===== config.mk =====
export PLATFORM = sky130hd
export DESIGN_NAME = its_command_ring_tracker_unit
export DESIGN_NICKNAME = d
export VERILOG_FILES = /design/src/rtl/core/crt_pkg.sv /design/src/rtl/core/its_command_ring_tracker_unit.sv /design/src/rtl/core/crt_front.sv /design/src/rtl/core/crt_back.sv
export VERILOG_INCLUDE_DIRS = /design/src /design/src/rtl/core
export SDC_FILE = /design/constraint.sdc
export NUM_CORES = 1
export LEC_CHECK = 0
export ABC_AREA = 0
export BUFFER_PORTS_ARGS = -buffer_cell sky130_fd_sc_hd__buf_2
export CAP_MARGIN = 20
export CORE_UTILIZATION = 56
export DETAILED_ROUTE_END_ITERATION = 8
export GPL_TIMING_DRIVEN = 1
export HOLD_SLACK_MARGIN = 0.06
export PLACE_DENSITY = 0.83
export SYNTH_ARGS = -nofsm -noshare
export SYNTH_HDL_FRONTEND = slang
export SYNTH_SLANG_ARGS = --single-unit

===== constraint.sdc =====
create_clock -name clk -period 9.8 [get_ports clk]
set_clock_uncertainty 0.2 [all_clocks]
set_input_delay 1.47 -clock clk [delete_from_list [all_inputs] [get_ports clk]]
set_output_delay 1.47 -clock clk [all_outputs]
set_load 0.05 [all_outputs]

===== src/rtl/core/assert_macros.svh =====
// Assertion macros used by the command ring tracker back end.
// No dependencies; files that assert include this header by name.
`ifndef ASSERT_MACROS_SVH
`define ASSERT_MACROS_SVH

// Antecedent implies consequent in the same cycle.
`define CRT_ASSERT_IMPL(lbl, clk, rstn, ante, cons, msg) \
    lbl: assert property (@(posedge clk) disable iff (!rstn) (ante) |-> (cons)) \
        else $error(msg);

// Antecedent implies consequent in the following cycle.
`define CRT_ASSERT_NEXT(lbl, clk, rstn, ante, cons, msg) \
    lbl: assert property (@(posedge clk) disable iff (!rstn) (ante) |=> (cons)) \
        else $error(msg);

`endif


===== src/rtl/core/crt_pkg.sv =====
// Package for the command ring tracker: ring geometry, codes and the
// item and result structures shared by the front, back and top level.
package crt_pkg;

    localparam int RING_BYTES  = 65536;
    localparam int MAX_BATCH   = 4;
    localparam int ENTRY_BYTES = 32;
    localparam int RING_W      = $clog2(RING_BYTES);
    localparam int ROW_W       = RING_W - $clog2(ENTRY_BYTES);
    localparam int RING_ROWS   = RING_BYTES / ENTRY_BYTES;
    localparam int QDEPTH      = 2;
    localparam int QPTR_W      = $clog2(QDEPTH);
    localparam int QCNT_W      = $clog2(QDEPTH + 1);

    typedef enum logic [1:0] {
        OP_BEGIN    = 2'd0,
        OP_COMMAND  = 2'd1,
        OP_POLL     = 2'd2,
        OP_DEADLINE = 2'd3
    } crt_op_t;

    typedef enum logic [2:0] {
        K_BEGIN,
        K_BAD_COUNT,
        K_COMMAND,
        K_POLL,
        K_DEADLINE
    } crt_kind_t;

    typedef enum logic [1:0] {
        ST_OK      = 2'd0,
        ST_REJECT  = 2'd1,
        ST_FAULT   = 2'd2,
        ST_PENDING = 2'd3
    } crt_status_t;

    typedef enum logic [1:0] {
        S_IDLE,
        S_CHECK,
        S_APPLY,
        S_FINAL
    } crt_state_t;

    typedef struct packed {
        crt_kind_t          kind;
        logic [RING_W-1:0]  rd_low;
        logic               rd_bad;
        logic [2:0]         count;
        logic [63:0]        word3;
        logic [63:0]        word2;
        logic [63:0]        word1;
        logic [63:0]        word0;
        logic [63:0]        ticket;
    } crt_item_t;

    typedef struct packed {
        crt_status_t  status;
        logic [63:0]  ticket_out;
        logic [15:0]  write_offset;
        logic         doorbell;
        logic         engine_disable;
        logic         fault_alert;
    } crt_result_t;

endpackage


===== src/rtl/core/its_command_ring_tracker_unit.sv =====
// Top level of the command ring tracker: joins the classifying front end
// and the executing back end. Uses crt_pkg, crt_front and crt_back.
//
// Input beats are pushed with push while full is low. Each beat is one
// of begin batch, command entry, poll completion or deadline expired.
// Every input beat gives exactly one result beat, in order. A result is
// shown while empty is low and is taken with pop.
// The front end queues up to two classified beats. The back end runs
// them one at a time: a command entry, deadline, rejected begin or a
// beat that meets a fault or fails its progress check finishes in the
// check state; a begin or poll that passes the check goes on to the
// apply state for the counter update and the final state for the room or
// ticket compare. When pop stays low the finished result holds its
// register, the back end waits before starting the next beat, and full
// rises once the queue holds two beats.
// Reset clears the counters, the fault flag, the open batch, the queues
// and the notify register; the ring memory is not cleared. The notify
// register is written with cfg_write and cfg_wdata; the user must do so
// only while the block is idle, which the block itself does not enforce.
module its_command_ring_tracker_unit
    import crt_pkg::*;
(
    input  logic        clk,
    input  logic        rst_n,
    input  logic        cfg_write,
    input  logic        cfg_wdata,
    input  logic        push,
    output logic        full,
    input  logic [1:0]  opcode,
    input  logic [31:0] read_pointer,
    input  logic [2:0]  batch_count,
    input  logic [63:0] command_word0,
    input  logic [63:0] command_word1,
    input  logic [63:0] command_word2,
    input  logic [63:0] command_word3,
    input  logic [63:0] ticket,
    output logic        empty,
    input  logic        pop,
    output logic [1:0]  status,
    output logic [63:0] ticket_out,
    output logic [15:0] write_offset,
    output logic        doorbell,
    output logic        engine_disable,
    output logic        fault_alert
);

    logic         head_valid;
    logic         head_pop;
    crt_item_t    head_item;
    crt_result_t  result;

    crt_front u_front (
        .clk           (clk),
        .rst_n         (rst_n),
        .push          (push),
        .full          (full),
        .opcode        (opcode),
        .read_pointer  (read_pointer),
        .batch_count   (batch_count),
        .command_word0 (command_word0),
        .command_word1 (command_word1),
        .command_word2 (command_word2),
        .command_word3 (command_word3),
        .ticket        (ticket),
        .head_valid    (head_valid),
        .head_pop      (head_pop),
        .head_item     (head_item)
    );

    crt_back u_back (
        .clk        (clk),
        .rst_n      (rst_n),
        .cfg_write  (cfg_write),
        .cfg_wdata  (cfg_wdata),
        .head_valid (head_valid),
        .head_pop   (head_pop),
        .head_item  (head_item),
        .empty      (empty),
        .pop        (pop),
        .result     (result)
    );

    assign status         = result.status;
    assign ticket_out     = result.ticket_out;
    assign write_offset   = result.write_offset;
    assign doorbell       = result.doorbell;
    assign engine_disable = result.engine_disable;
    assign fault_alert    = result.fault_alert;

endmodule


===== src/rtl/core/crt_front.sv =====
// Front end of the command ring tracker: accepts input beats, classifies
// them and holds them in a short queue for the back end. Uses crt_pkg.
module crt_front
    import crt_pkg::*;
(
    input  logic        clk,
    input  logic        rst_n,
    input  logic        push,
    output logic        full,
    input  logic [1:0]  opcode,
    input  logic [31:0] read_pointer,
    input  logic [2:0]  batch_count,
    input  logic [63:0] command_word0,
    input  logic [63:0] command_word1,
    input  logic [63:0] command_word2,
    input  logic [63:0] command_word3,
    input  logic [63:0] ticket,
    output logic        head_valid,
    input  logic        head_pop,
    output crt_item_t   head_item
);

    crt_item_t           q_reg [QDEPTH];
    logic [QPTR_W-1:0]   wr_ptr_reg;
    logic [QPTR_W-1:0]   wr_ptr_next;
    logic [QPTR_W-1:0]   rd_ptr_reg;
    logic [QPTR_W-1:0]   rd_ptr_next;
    logic [QCNT_W-1:0]   count_reg;
    logic [QCNT_W-1:0]   count_next;
    logic                do_push;
    logic                do_pop;
    crt_item_t           item;

    always_comb
    begin
        item.rd_low = read_pointer[RING_W-1:0];
        // Offsets must be entry aligned and lie inside the ring.
        item.rd_bad = (|read_pointer[31:RING_W]) || (|read_pointer[4:0]);
        item.count  = batch_count;
        item.word0  = command_word0;
        item.word1  = command_word1;
        item.word2  = command_word2;
        item.word3  = command_word3;
        item.ticket = ticket;
        case (crt_op_t'(opcode))
            OP_BEGIN:
            begin
                if (batch_count == 3'd0 || batch_count > 3'(MAX_BATCH))
                    item.kind = K_BAD_COUNT;
                else
                    item.kind = K_BEGIN;
            end
            OP_COMMAND: item.kind = K_COMMAND;
            OP_POLL:    item.kind = K_POLL;
            default:    item.kind = K_DEADLINE;
        endcase
    end

    assign full       = (count_reg == QCNT_W'(QDEPTH));
    assign head_valid = (count_reg != '0);
    assign head_item  = q_reg[rd_ptr_reg];
    assign do_push    = push && !full;
    assign do_pop     = head_pop && head_valid;

    // The queue depth is a power of two, so the pointers wrap naturally.
    always_comb
    begin
        wr_ptr_next = do_push ? wr_ptr_reg + QPTR_W'(1) : wr_ptr_reg;
        rd_ptr_next = do_pop ? rd_ptr_reg + QPTR_W'(1) : rd_ptr_reg;
        count_next  = count_reg;
        if (do_push && !do_pop)
            count_next = count_reg + QCNT_W'(1);
        else if (do_pop && !do_push)
            count_next = count_reg - QCNT_W'(1);
    end

    always_ff @(posedge clk or negedge rst_n)
    begin
        if (!rst_n)
        begin
            wr_ptr_reg <= '0;
            rd_ptr_reg <= '0;
            count_reg  <= '0;
        end
        else
        begin
            wr_ptr_reg <= wr_ptr_next;
            rd_ptr_reg <= rd_ptr_next;
            count_reg  <= count_next;
        end
    end

    always_ff @(posedge clk)
    begin
        if (do_push)
            q_reg[wr_ptr_reg] <= item;
    end

endmodule


===== src/rtl/core/crt_back.sv =====
// Back end of the command ring tracker: a sequencer that carries out one
// queued item at a time, owns the ring counters, the ring memory and the
// result register. Uses crt_pkg and assert_macros.svh.
`include "assert_macros.svh"

module crt_back
    import crt_pkg::*;
(
    input  logic         clk,
    input  logic         rst_n,
    input  logic         cfg_write,
    input  logic         cfg_wdata,
    input  logic         head_valid,
    output logic         head_pop,
    input  crt_item_t    head_item,
    output logic         empty,
    input  logic         pop,
    output crt_result_t  result
);

    crt_state_t          state_reg;
    crt_state_t          state_next;
    crt_item_t           cur_reg;
    logic [63:0]         produced_reg;
    logic [63:0]         produced_next;
    logic [63:0]         consumed_reg;
    logic [63:0]         consumed_next;
    logic [RING_W-1:0]   outstanding_reg;
    logic [RING_W-1:0]   outstanding_next;
    logic [RING_W-1:0]   delta_reg;
    logic [RING_W-1:0]   delta;
    logic                fault_reg;
    logic                fault_next;
    logic [2:0]          remaining_reg;
    logic [2:0]          remaining_next;
    logic                notify_reg;
    logic                out_valid_reg;
    logic                out_valid_next;
    crt_result_t         out_reg;
    crt_result_t         res;
    logic                result_we;
    logic                new_fault;
    logic                pop_ok;
    logic                prog_bad;
    logic [7:0]          bytes;
    logic [RING_W:0]     room_sum;
    logic                room_bad;
    logic [64:0]         ovf_sum;
    logic [63:0]         prod_inc;
    logic [63:0]         prod_masked;
    logic                ring_we;
    logic [255:0]        ring_mem [RING_ROWS];

    assign pop_ok   = pop && out_valid_reg;
    assign head_pop = (state_reg == S_IDLE) && head_valid && (!out_valid_reg || pop_ok);
    assign empty    = !out_valid_reg;
    assign result   = out_reg;

    assign delta       = cur_reg.rd_low - consumed_reg[RING_W-1:0];
    assign prog_bad    = cur_reg.rd_bad || (delta > outstanding_reg);
    assign bytes       = {cur_reg.count, 5'b0};
    assign room_sum    = {1'b0, outstanding_reg} + (RING_W+1)'(bytes);
    assign room_bad    = (room_sum >= (RING_W+1)'(RING_BYTES));
    assign ovf_sum     = {1'b0, produced_reg} + 65'(bytes);
    assign prod_inc    = produced_reg + 64'(ENTRY_BYTES);
    assign prod_masked = prod_inc & 64'(RING_BYTES - 1);

    always_comb
    begin
        state_next = state_reg;
        case (state_reg)
            S_IDLE:
            begin
                if (head_pop)
                    state_next = S_CHECK;
            end
            S_CHECK:
            begin
                state_next = S_IDLE;
                if (cur_reg.kind == K_BEGIN && remaining_reg == 3'd0 && !fault_reg
                    && !prog_bad)
                    state_next = S_APPLY;
                else if (cur_reg.kind == K_POLL && !fault_reg && !prog_bad)
                    state_next = S_APPLY;
            end
            S_APPLY: state_next = S_FINAL;
            S_FINAL: state_next = S_IDLE;
            default: state_next = S_IDLE;
        endcase
    end

    always_comb
    begin
        res              = '0;
        result_we        = 1'b0;
        new_fault        = 1'b0;
        ring_we          = 1'b0;
        produced_next    = produced_reg;
        consumed_next    = consumed_reg;
        outstanding_next = outstanding_reg;
        fault_next       = fault_reg;
        remaining_next   = remaining_reg;
        case (state_reg)
            S_CHECK:
            begin
                case (cur_reg.kind)
                    K_BAD_COUNT:
                    begin
                        res.status = ST_REJECT;
                        result_we  = 1'b1;
                    end
                    K_BEGIN, K_POLL:
                    begin
                        if (cur_reg.kind == K_BEGIN && remaining_reg != 3'd0)
                        begin
                            res.status = ST_REJECT;
                            result_we  = 1'b1;
                        end
                        else if (fault_reg)
                        begin
                            res.status = ST_FAULT;
                            result_we  = 1'b1;
                        end
                        else if (prog_bad)
                        begin
                            fault_next     = 1'b1;
                            new_fault      = 1'b1;
                            remaining_next = 3'd0;
                            res.status     = ST_FAULT;
                            result_we      = 1'b1;
                        end
                    end
                    K_COMMAND:
                    begin
                        result_we = 1'b1;
                        if (remaining_reg == 3'd0)
                        begin
                            res.status = fault_reg ? ST_FAULT : ST_REJECT;
                        end
                        else
                        begin
                            ring_we          = 1'b1;
                            produced_next    = prod_inc;
                            outstanding_next = outstanding_reg + RING_W'(ENTRY_BYTES);
                            remaining_next   = remaining_reg - 3'd1;
                            res.status       = ST_OK;
                            if (remaining_reg == 3'd1)
                            begin
                                res.ticket_out   = prod_inc;
                                res.write_offset = prod_masked[15:0];
                                res.doorbell     = 1'b1;
                            end
                        end
                    end
                    default:
                    begin
                        // Deadline expiry: faults, first time only pulses the outputs.
                        new_fault      = !fault_reg;
                        fault_next     = 1'b1;
                        remaining_next = 3'd0;
                        res.status     = ST_FAULT;
                        result_we      = 1'b1;
                    end
                endcase
            end
            S_APPLY:
            begin
                consumed_next    = consumed_reg + 64'(delta_reg);
                outstanding_next = outstanding_reg - delta_reg;
            end
            S_FINAL:
            begin
                result_we = 1'b1;
                if (cur_reg.kind == K_POLL)
                begin
                    res.status = (consumed_reg >= cur_reg.ticket) ? ST_OK : ST_PENDING;
                end
                else if (room_bad || ovf_sum[64])
                begin
                    res.status = ST_REJECT;
                end
                else
                begin
                    res.status     = ST_OK;
                    remaining_next = cur_reg.count;
                end
            end
            default:
            begin
                res = '0;
            end
        endcase
        res.engine_disable = new_fault;
        res.fault_alert    = new_fault && notify_reg;
    end

    assign out_valid_next = (out_valid_reg && !pop_ok) || result_we;

    always_ff @(posedge clk or negedge rst_n)
    begin
        if (!rst_n)
        begin
            state_reg       <= S_IDLE;
            produced_reg    <= '0;
            consumed_reg    <= '0;
            outstanding_reg <= '0;
            fault_reg       <= 1'b0;
            remaining_reg   <= 3'd0;
            notify_reg      <= 1'b0;
            out_valid_reg   <= 1'b0;
        end
        else
        begin
            state_reg       <= state_next;
            produced_reg    <= produced_next;
            consumed_reg    <= consumed_next;
            outstanding_reg <= outstanding_next;
            fault_reg       <= fault_next;
            remaining_reg   <= remaining_next;
            out_valid_reg   <= out_valid_next;
            if (cfg_write)
                notify_reg <= cfg_wdata;
        end
    end

    always_ff @(posedge clk)
    begin
        if (head_pop)
            cur_reg <= head_item;
        if (state_reg == S_CHECK)
            delta_reg <= delta;
        if (result_we)
            out_reg <= res;
    end

    // Each entry occupies one row; word0 sits in the low bits.
    always_ff @(posedge clk)
    begin
        if (ring_we)
            ring_mem[produced_reg[RING_W-1:5]] <= {cur_reg.word3, cur_reg.word2,
                                                    cur_reg.word1, cur_reg.word0};
    end

    `CRT_ASSERT_IMPL(a_open_batch_unfaulted, clk, rst_n, remaining_reg != 3'd0,
        !fault_reg, "open batch while faulted")
    `CRT_ASSERT_IMPL(a_result_slot_free, clk, rst_n, result_we,
        !out_valid_reg || pop_ok, "result written over a waiting beat")
    `CRT_ASSERT_NEXT(a_disable_latches, clk, rst_n, result_we && res.engine_disable,
        fault_reg, "engine disable without latched fault")
    `CRT_ASSERT_NEXT(a_doorbell_closes, clk, rst_n, result_we && res.doorbell,
        remaining_reg == 3'd0, "doorbell left batch open")

endmodule

* Word level (Yosys, flattened, before mapping)
Memory sizes are Yosys's and may differ from the RTL's. A register that Yosys moved wholly into a read port is not among the register bits. Cells that the tools add are included.
Storage, ports and cells: input bits 363, word-level logic and storage cells 152, memories 1, output and inout port bits 87, flip-flop bits (word level) 257, memory bits (writable) 686
Memory list:
- u_front.q_reg | depth 2, bits a word 343, rd ports 1, clocked after memory_dff 1, wr ports 1, RTL line crt_front.sv:23 | crt_item_t q_reg [QDEPTH];
Cells by class: multiplexer cells 43, bitwise gates (word level) 5, reductions and logical operators 48, equality and inequality tests 21, magnitude comparators 4, $add $sub $neg 12
Operator list (number):
- 64-bit by 8-bit adder with 65-bit output | 1
- 64-bit by 16-bit adder with 64-bit output | 1
- 64-bit by 6-bit adder with 64-bit output (second input constant) | 1
- 64-bit greater-or-equal comparator | 1
- 16-bit two-way mux | 2
- 16-bit one-hot mux with 2 select lines | 1
- 16-bit subtractor | 2
- 2-bit two-way mux | 12
- 3-bit two-way mux | 6
- 3-bit one-hot mux with 3 select lines | 2
- 16-bit by 8-bit adder with 17-bit output | 1
- 17-bit greater-or-equal comparator (second input constant) | 1
- 16-bit by 6-bit adder with 16-bit output (second input constant) | 1
- 16-bit greater-than comparator | 1
- 16-bit OR reduction | 1
- 1-bit logical AND | 15
- 2-bit inequality test (second input constant) | 7
- 1-bit two-way mux | 13
- 3-bit logical NOT | 3
- 3-bit inequality test (second input constant) | 3
- 3-bit AND reduction | 3
- 2-bit == test (second input constant) | 4
- 2-bit one-hot mux with 4 select lines | 1
- 8-bit AND reduction | 1
- other kinds (23) | 49

* Logic depth before layout (Yosys ltp)
Gate-level depths: netlist of run 1.
word-level depth 9, depth in mapped cells 20, depth with buffers taken out 20

* Modules after synthesis
A second synthesis of run 1 with hierarchy kept.
Unflattened totals: cell total of the unflattened synthesis 2782, area total of the unflattened synthesis 42579.6 µm²
Modules (own cells, without submodules):
- crt_front | times used 1, area an instance 24948.9 µm², cells an instance 1101, sequential area each 20699.9 µm²
- crt_back | times used 1, area an instance 17630.7 µm², cells an instance 1681, sequential area each 8693.3 µm²

* Least setup slack after synthesis of run 1
No wires, ideal clock.
path kind reg-to-reg, from register u_back.consumed_reg[0], to register u_back.out_valid_reg, required time 9505 ps, path slack 1022 ps, stages on the path, launching flop included 20, period minus slack after synthesis 8778 ps, arrival 8483 ps, library setup time 95 ps, cells stage by stage dfrtp_1 ha_1 fa_1 nor2b_1 o21ai_0 a21boi_0 o211ai_1 a31oi_1 a21o_1 a21oi_1 xnor2_1 ha_1 and3_1 nand4_1 nor2_1 o21ai_0 o2111ai_1 a21oi_1 a21boi_0 or2_2
Between the ends: longest elaborated chain between the ends 9
Ends and longest elaborated chain:
- start: declaration | RTL line crt_back.sv:26 | logic [63:0] consumed_reg;
- start signal: assignment | RTL line crt_back.sv:216 | consumed_reg <= consumed_next;
- 16-bit subtractor | RTL line crt_back.sv:59 | assign delta = cur_reg.rd_low - consumed_reg[RING_W-1:0];
- named net u_back.delta[14] | RTL line crt_back.sv:31 | logic [RING_W-1:0] delta;
- 16-bit greater-than comparator | RTL line crt_back.sv:60 | assign prog_bad = cur_reg.rd_bad || (delta > outstanding_reg);
- 1-bit logical OR | RTL line crt_back.sv:60
- 1-bit two-way mux | RTL line crt_back.sv:124 | else if (prog_bad)
- 1-bit two-way mux | RTL line crt_back.sv:119 | else if (fault_reg)
- 1-bit two-way mux | RTL line crt_back.sv:114 | if (cur_reg.kind == K_BEGIN && remaining_reg != 3'd0)
- 1-bit two-way mux | RTL line crt_back.sv:106 | case (cur_reg.kind)
- 1-bit one-hot mux with 2 select lines | RTL line crt_back.sv:103 | case (state_reg)
- named net u_back.result_we | RTL line crt_back.sv:41 | logic result_we;
- 1-bit logical OR | RTL line crt_back.sv:197 | assign out_valid_next = (out_valid_reg && !pop_ok) || result_we;
- named net u_back.out_valid_next | RTL line crt_back.sv:38 | logic out_valid_next;
- end signal: assignment | RTL line crt_back.sv:220 | out_valid_reg <= out_valid_next;
- end: declaration | RTL line crt_back.sv:37 | logic out_valid_reg;
The timed path passes the listed nets, and every way through them passes these cells. A chain may end at the register's enable or synchronous reset.

* Worst setup path in the final report of run 1
from register u_back.consumed_reg[0], to register u_back.out_reg, in the netlist u_back.result[60] (enable)
Between the ends: longest elaborated chain between the ends 8
Ends and longest elaborated chain:
- 16-bit subtractor | RTL line crt_back.sv:59
- named net u_back.delta[14] | RTL line crt_back.sv:31
- 16-bit greater-than comparator | RTL line crt_back.sv:60
- 1-bit logical OR | RTL line crt_back.sv:60
- 1-bit two-way mux | RTL line crt_back.sv:124
- 1-bit two-way mux | RTL line crt_back.sv:119
- 1-bit two-way mux | RTL line crt_back.sv:114
- 1-bit two-way mux | RTL line crt_back.sv:106
- 1-bit one-hot mux with 2 select lines | RTL line crt_back.sv:103
- named net u_back.result_we | RTL line crt_back.sv:41
- end signal: assignment | RTL line crt_back.sv:233 | out_reg <= res;
- end: declaration | RTL line crt_back.sv:39 | crt_result_t out_reg;
The timed path passes the listed nets, and every way through them passes these cells.

==> results of run 1 <==
[metal layers]
| layer | global-route usage | routed length (um) | vias up |
|---|---|---|---|
| met5 | 0 | 38 | - |
| met4 | 0.08824 | 1299 | 6 |
| met3 | 0.04448 | 3005 | 95 |
| met2 | 0.3805 | 23610 | 540 |
| met1 | 0.2892 | 20620 | 7448 |
| li1 | - | - | 7372 |
[critical path, delay by kind of cell, from the launching register on]
kind | cells | cell delay, ps
buf+inv | 1 | 610
simple gates | 4 | 600
flops | 1 | 400
fa+ha+maj | 3 | 990
xor+xnor | 1 | 170
compound gates | 10 | 2100
[cell usage in the layout (no fill, tap or decap), drive strengths merged, types with 5 or more instances in the layout]
| cell | instances |
|---|---|
| a211oi | 8 |
| a21o | 36 |
| a21oi | 65 |
| a31oi | 13 |
| and2 | 10 |
| and3 | 26 |
| and4 | 9 |
| buf | 198 |
| bufinv | 5 |
| clkbuf | 64 |
| clkinv | 15 |
| clkinvlp | 5 |
| conb | 10 |
| dfrtp | 151 |
| edfxtp | 341 |
| ha | 138 |
| inv | 154 |
| mux2 | 89 |
| nand2 | 139 |
| nand2b | 11 |
| nand3 | 53 |
| nand4 | 57 |
| nor2 | 141 |
| nor2b | 11 |
| nor3 | 42 |
| nor4 | 23 |
| o211ai | 8 |
| o21a | 14 |
| o21ai | 60 |
| or2 | 6 |
| or3 | 20 |
| or4 | 7 |
| xnor2 | 110 |
| xor2 | 89 |
[logic make-up after synthesis]
logic type	Yosys count	share of synthesized area
multiplexers	92	0.04317
AND/OR/NAND/NOR	563	0.1182
buffers and inverters	229	0.03966
AO/OA/AOI/OAI	245	0.06499
adder cells (fa/ha/maj)	141	0.07472
XOR/XNOR	199	0.07289
flip-flops	492	0.5862
other	1	0.0001568
[worst paths after layout]
kind	start	to	slack [ps]	depth (start not counted)
setup / recovery	u_back.consumed_reg[0]	u_back.result[60]	4220	19
hold / removal	u_back.consumed_reg[63]	u_back.consumed_reg[63]	280	1
setup reg to reg	u_back.consumed_reg[0]	u_back.result[60]	4220	19
hold reg to reg	u_back.consumed_reg[63]	u_back.consumed_reg[63]	280	1
max in group asynchronous	rst_n	u_back.consumed_reg[55]	7270	2
min in group asynchronous	rst_n	u_back.produced_reg[18]	700	1
[power by group]
| group | internal, W | switching [W] |
|---|---|---|
| Sequential | 0.00290 | 0.000226 |
| Combinational | 0.000736 | 0.00136 |
| Clock | 0.00114 | 0.000823 |
| Total | 0.00478 | 0.00241 |
[through the flow]
step	utilization	instance area (um^2)	hold WS, ps	total power, W
after global placement	0.6019	25310	266.2	0.005113
final	0.6438	27060	279.1	0.007186
after CTS	0.6431	27040	278.0	0.007226
after detailed placement	0.6019	25310	266.3	0.005228
after floorplan	-	23950	248.0	0.004712
after global routing	0.6437	27060	301.6	0.007553
[area by class of cell]
type	instances	area, um^2	area share
Sequential cell	492	14020	0.5181
Multi-Input combinational cell	1250	9021	0.3333
Clock buffer	64	1376	0.05085
Timing Repair Buffer	198	1047	0.03869
Tap cell	539	674.4	0.02492
Inverter	149	560.5	0.02071
Clock inverter	30	355.3	0.01313
Antenna cell	3	7.507	0.0002774
==> flow_summary.ini, run 1 <==
[outcome]
status = complete, no violations

[yosys]
async_flop_share = 0.3069
synth_area_leaders = edfxtp_1 (43%), dfrtp_1 (16%), ha_1 (7.2%)
netlist_instances = 1962
yosys.cell_count.top_type = edfxtp_1
netlist_area_mm2 = 0.02391
ys_ff_latch = 492
yosys_most_used_dff = edfxtp_1
synth_top_area_frac = 0.4282
ys_warn_count = 0
synth_edf_count = 341
synth.avg_cell_area_um2 = 12.19
synth.distinct_cells = 61
yosysTopAreaCell = edfxtp_1
synth_common_cells = edfxtp_1 (341), dfrtp_1 (151), inv_1 (149)
ys_seq_area_frac = 0.5862

[power]
ir_drop_uv = 214.7
p_leak_nw = 11.36
power.density_mw_per_mm2 = 265.5

[floorplanning]
row_count = 75
initial_core_util = 0.5688
die_area_mm2 = 0.04353
die_h_um = 208.6
die_width_um = 208.6
design.core.area_mm2 = 0.04204
boundaryPins = 450

[timing]
max_freq_mhz = 179.1
finalWorstSetupSlack_ps = 4216
fin_crit_ps = 5584
worstMarginPinSlew_ps = 862.4
period_share = 0.5698
rsz0062_at_grt = no
finalSetupViolations = 0
maxSlewViolCount = 0
hold_viol = 0
fin_setup_tns_ps = 0
maxSlewHeadroom = 0.4198

[worst_setup_path]
critPathSlowestCell = buf_4
cp-end-kind = flip-flop
crit_arrival_ps = 5570
critPathKind = flip-flop to flip-flop
worstPathCellList = ha_1 > fa_1 > nor2b_1 > o21ai_0 > a21boi_0 > o211ai_1 > a31oi_1 > a21o_1 > a21oi_1 > xnor2_1 > ha_1 > and3_1 > nand4_1 > nor2_1 > o21ai_0 > o2111ai_1 > a21oi_1 > a21boi_4 > buf_4
start_kind = flip-flop
cp_max_fo = 64
crit_required_ps = 9790
slowest_delay_ps = 610

[min_path]
min_path_type = flip-flop to flip-flop

[route]
wirelength_mm = 48.57
num_vias = 15460
initialDrtViolationCount = 1226
drtAntennaViolNets = 0
routedWlPerCell_um = 17.82
vias_per_cell = 5.674
drc = 0
drt_first_pass_iters = 5

[global_route]
grt_max_degree = 86
grt_pass1_wl_mm = 78.42
track_usage = 0.2260
grt_antenna_before_repair = 6
grt-ovfl-total = 0
grt_pass1_vias = 15670

[placement]
dpl.hpwl_mm = 33.11
place_ws_ps = 4280
globalplace.congestion = 0.8865
io_buffers = 183
placedCellCount = 2627

[clock_tree]
cts_setup_buffers = 0
cts.clk_slew.worst_paths_ps = 60
htree_levels = 2
hold_buffers = 0
cts-root-buf = clkbuf_16
cts_buffer_depth = 3
cts.repair.resized = 0
cts_tree = yes
numCtsBuffers = 50
clock_latency_ps = 620
clock_sinks = 492

[layout]
areaGrowthSynthToFinish_pct = 13.18
drive_above_1_share = 0.1787
nets = 2645
fillers = 2976
largest_register_ffs = 174
instances_no_fill = 2725

[run]
max_cap_violations = 0
(Power assumes the default switching activity.)
==> inputs of run 2 (changes only) <==
==> constraint.sdc (replaced) <==
create_clock -name clk -period 5.6 [get_ports clk]
set_clock_uncertainty 0.2 [all_clocks]
set_input_delay 0.84 -clock clk [delete_from_list [all_inputs] [get_ports clk]]
set_output_delay 0.84 -clock clk [all_outputs]
set_load 0.05 [all_outputs]
==> flow_summary.ini, run 2 (synthesis gave the netlist of run 1 again) <==
[clock_tree]
cts_buffer_depth = 3
numCtsBuffers = 48
htree_levels = 2
cts-root-buf = clkbuf_16
clock_latency_ps = 610
cts.clk_slew.worst_paths_ps = 60
cts.repair.resized = 0
cts_tree = yes
clock_sinks = 492

[timing]
maxSlewViolCount = 0
maxSlewHeadroom = 0.3238
worstMarginPinSlew_ps = 1014
rsz0062_at_grt = no
max_freq_mhz = 194.9
fin_crit_ps = 5131
finalWorstSetupSlack_ps = 468.9
hold_viol = 0
fin_setup_tns_ps = 0
period_share = 0.9163
finalSetupViolations = 0

[global_route]
grt_busiest_layer = met2
grt_pass1_wl_mm = 78.84
grt-ovfl-total = 0
grt_antenna_before_repair = 5
track_usage = 0.2263
grt_max_degree = 62
met3_usage = 0.03442
grt_use_met2 = 0.3828
grt_pass1_vias = 15840
use_met1 = 0.2923

[route]
initialDrtViolationCount = 1032
drtAntennaViolNets = 0
drt_first_pass_iters = 5
num_vias = 15590
wirelength_mm = 48.49
drc = 0
vias_per_cell = 5.723
routedWlPerCell_um = 17.80

[placement]
dpl.hpwl_mm = 33.59
place_ws_ps = 589.8
io_buffers = 183
globalplace.congestion = 0.8651

[layout]
final_cell_mix = edfxtp_1 (341), buf_2 (182), dfrtp_1 (150)
final_common_cell = edfxtp_1
drive_above_1_share = 0.1754
areaGrowthSynthToFinish_pct = 12.74
largest_register_ffs = 174
nets = 2648

[floorplanning]
row_count = 75
boundaryPins = 450
die_width_um = 208.6
die_area_mm2 = 0.04353
die_h_um = 208.6
initial_core_util = 0.5688
design.core.area_mm2 = 0.04204

[worst_setup_path]
worstSetupStartpoint = u_back.consumed_reg[0]
path_buf_inv = 2
crit_arrival_ps = 5210
reg2reg_slack_ps = 470
critPathSlowestCell = fa_1
critPathKind = flip-flop to flip-flop
crit_required_ps = 5670
reg2regPathDepth = 20
cp_max_fo = 48
regToRegEndpoint = u_back.result[43]
cpLargestDelayFamily = compound AO/OA/AOI/OAI gates
r2r_start = u_back.consumed_reg[0]
cp.depth = 20
worstPathCellList = ha_1 > fa_1 > nor2b_1 > o21ai_0 > a21boi_0 > buf_4 > o211ai_1 > a31oi_1 > a21o_1 > a21oi_1 > xnor2_1 > ha_1 > and3_1 > nand4_1 > nor2_1 > o21ai_0 > o2111ai_1 > a21oi_1 > a21boi_4 > buf_12
slowest_delay_ps = 420
start_kind = flip-flop
endpoint = u_back.result[43]
cp-end-kind = flip-flop

[power]
ir_drop_uv = 442.9
p_leak_nw = 11.32
power.density_mw_per_mm2 = 459.5

[run]
max_cap_violations = 0

[min_path]
min_path_type = primary input to flip-flop

[outcome]
status = complete, no violations
==> run 2: changes by cell type in the layout (fill, tap and decap cells not counted), sizes merged <==
cell	delta
clkinv	+7
clkbuf	-5
inv	-5
buf	+4
clkinvlp	-2
diode	-1
dlygate4sd3	+1
==> run 2: per-layer routing <==
layer	part of all wire	wire, um
met4	0.034	1625
met1	0.43	20670
met2	0.48	23460
met5	0.00078	38
met3	0.056	2692
==> run 2: power breakdown <==
group	switching (W)	internal [W]	leakage (nW)
Sequential	0.000375	0.00508	5.34
Combinational	0.00240	0.00132	5.23
Clock	0.00138	0.00182	0.756
==> run 2: how the worst min path moves through the flow <==
stage	startpoint	endpoint	slack, ps	depth (start not counted)
final	ticket[11]	u_front.q_reg[0][11]	210	1
after global routing	ticket[3]	u_front.q_reg[1][3]	200	1
after CTS	ticket[14]	u_front.q_reg[1][14]	180	1
after detailed placement	u_front.count_reg[1]	u_front.count_reg[1]	280	1
after global placement	u_back.consumed_reg[63]	u_back.consumed_reg[63]	270	1
after floorplan	u_back.consumed_reg[63]	u_back.consumed_reg[63]	250	1
==> run 2: repair_timing <==
item,in CTS,in global routing
buffers inserted,0,0
hold buffers,1,0
hold endpoints to repair,51,0
endpoints found under the setup margin,0,0
==> run 2: final cells by class <==
class | instances | area [um^2]
flip-flops and latches | 492 | 14020
clock inverters | 30 | 325.3
inverters | 149 | 560.5
clock buffers | 59 | 1242
diodes | 2 | 5.005
well taps | 539 | 674.4
multi-input cells | 1250 | 9021
fillers | 2949 | 15080
repair buffers | 203 | 1107
==> run 2: stage by stage <==
stage               hold WS, ps  cell area, um^2    util  power (W)  std cells
floorplan                 248.0            23960       -   0.008221       1971
global placement          267.1            25350  0.6029   0.008988       2631
detailed placement        282.5            25380  0.6036   0.009213       2632
CTS                       182.7            26950  0.6411    0.01246       2722
global route              195.9            26960  0.6412    0.01301       2723
finish                    214.3            26960  0.6413    0.01239       2724
==> inputs of run 3 (changes only) <==
--- a/config.mk
+++ b/config.mk
@@ -9,7 +9,9 @@
 export ABC_AREA = 0
 export BUFFER_PORTS_ARGS = -buffer_cell sky130_fd_sc_hd__buf_2
 export CAP_MARGIN = 20
-export CORE_UTILIZATION = 56
+export CELL_PAD_IN_SITES_DETAIL_PLACEMENT = 1
+export CELL_PAD_IN_SITES_GLOBAL_PLACEMENT = 2
+export CORE_UTILIZATION = 37
 export DETAILED_ROUTE_END_ITERATION = 8
 export GPL_TIMING_DRIVEN = 1
 export HOLD_SLACK_MARGIN = 0.06
==> flow_summary.ini, run 3 (synthesis gave the netlist of run 1 again) <==
[worst_setup_path]
endpoint = u_back.result[15]
slowest_delay_ps = 700
worstSetupStartpoint = u_back.consumed_reg[0]
reg2reg_slack_ps = 340
reg2regPathDepth = 18
regToRegEndpoint = u_back.result[15]
critPathSlowestCell = or4_1
worstPathCellList = ha_1 > fa_1 > nor2b_1 > o21ai_0 > a21boi_1 > o211ai_1 > a31oi_1 > a21o_1 > a21oi_1 > xnor2_1 > ha_1 > and3_1 > nand4_1 > or4_1 > a21oi_1 > a21boi_4 > buf_12 > buf_12
crit_required_ps = 5740
cp_max_fo = 35
r2r_start = u_back.consumed_reg[0]
cp-end-kind = flip-flop
start_kind = flip-flop
crit_arrival_ps = 5400
critPathKind = flip-flop to flip-flop

[layout]
areaGrowthSynthToFinish_pct = 16.08
instances_no_fill = 3044
final_util = 0.4376
drive_above_1_share = 0.1838
final_cell_mix = edfxtp_1 (341), buf_2 (182), dfrtp_1 (150)
antenna_cells_inserted = 0
nets = 2656
largest_register_ffs = 174
fillers = 6720
final_common_cell = edfxtp_1

[timing]
rsz0062_at_grt = no
finalSetupViolations = 0
fin_crit_ps = 5260
maxSlewViolCount = 0
period_share = 0.9393
maxSlewHeadroom = 0.4366
worstMarginPinSlew_ps = 837.4
max_freq_mhz = 190.1
fin_setup_tns_ps = 0
finalWorstSetupSlack_ps = 339.8
hold_viol = 0

[route]
drtAntennaViolNets = 0
wl_met1_mm = 25.34
wirelength_mm = 55.96
routedWlPerCell_um = 18.38
drt_first_pass_iters = 4
vias_per_cell = 5.035
num_vias = 15330
wl_met2_mm = 27.16
routed-wl-met3_mm = 2.234
initialDrtViolationCount = 551
highest_layer = met5
drc = 0

[floorplanning]
die_width_um = 256.2
boundaryPins = 450
initial_core_util = 0.3770
die_h_um = 256.2
row_count = 92
design.core.area_mm2 = 0.06343
die_area_mm2 = 0.06565

[run]
max_cap_violations = 0

[placement]
placedCellCount = 2939
io_buffers = 183
dpl.hpwl_mm = 40.02
globalplace.congestion = 0.7907
place_ws_ps = 281.3

[clock_tree]
numCtsBuffers = 56
cts_setup_buffers = 0
clock_sinks = 492
clock_latency_ps = 640
htree_levels = 2
cts.clk_slew.worst_paths_ps = 60
cts_buffer_depth = 3
cts-root-buf = clkbuf_16
cts_tree = yes

[min_path]
min_from = read_pointer[9]
min_path_type = primary input to flip-flop

[outcome]
status = complete, no violations

[power]
ir_drop_uv = 366.6
p_leak_nw = 11.51
power.density_mw_per_mm2 = 473.4

[global_route]
track_usage = 0.1721
grt_pass1_wl_mm = 90.39
grt_max_degree = 79
grt_pass1_vias = 16790
grt-ovfl-total = 0
grt_antenna_before_repair = 5
[run 3: per-layer routing]
| layer | vias to the layer above | GRT usage |
|---|---|---|
| met5 | - | 0 |
| met4 | 8 | 0.04890 |
| met3 | 78 | 0.03173 |
| met2 | 248 | 0.2949 |
| met1 | 7594 | 0.2215 |
| li1 | 7399 | - |
[run 3: worst min path at each step]
| stage | slack, ps | endpoint | cells after the start |
|---|---|---|---|
| floorplan | 250 | u_back.consumed_reg[63] | 1 |
| global placement | 270 | u_back.consumed_reg[63] | 1 |
| detailed placement | 290 | u_back.consumed_reg[44] | 1 |
| CTS | 150 | u_front.q_reg[0][8] | 1 |
| global route | 160 | u_front.q_reg[0][11] | 1 |
| finish | 190 | u_front.q_reg[0][333] | 1 |
[run 3: layout make-up]
cell class                 instances  area [um^2]  area share
clock buffer                      61         1420     0.05116
inverter                         149        560.5     0.02019
tap                              846         1059     0.03813
clock inverter                    43        544.3     0.01961
timing repair buffer             203         1125     0.04052
sequential                       492        14020      0.5052
multi-input combinational       1250         9027      0.3252
[run 3: power breakdown]
group | internal, W | total [W] | switching (W)
clock | 0.00231 | 0.00386 | 0.00156
combinational | 0.00134 | 0.00378 | 0.00244
sequential | 0.00507 | 0.00550 | 0.000426
total | 0.00872 | 0.0131 | 0.00442
[run 3: repair_timing]
| action | in CTS | in global routing |
|---|---|---|
| resized for setup | 0 | 2 |
| setup endpoints to repair | 0 | 34 |
| endpoints found under the hold margin | 49 | 0 |
| hold buffers | 1 | 0 |
[run 3: metrics by stage]
stage | hold slack, ps | power [W] | instance area, um^2
2_1_floorplan | 248.0 | 0.008221 | 23960
3_3_place_gp | 265.2 | 0.009176 | 25780
3_5_place_dp | 287.6 | 0.009413 | 25780
4_1_cts | 148.1 | 0.01335 | 27750
5_1_grt | 161.7 | 0.01387 | 27760
6_report | 191.7 | 0.01314 | 27760
[run 3: worst max-delay path: cells and delay by family (launching register included)]
kind            cells  cell delay, ps
buf+inv             2             370
simple gates        4            1200
fa+ha+maj           3            1030
xor+xnor            1             190
flops               1             400
compound gates      8            1510
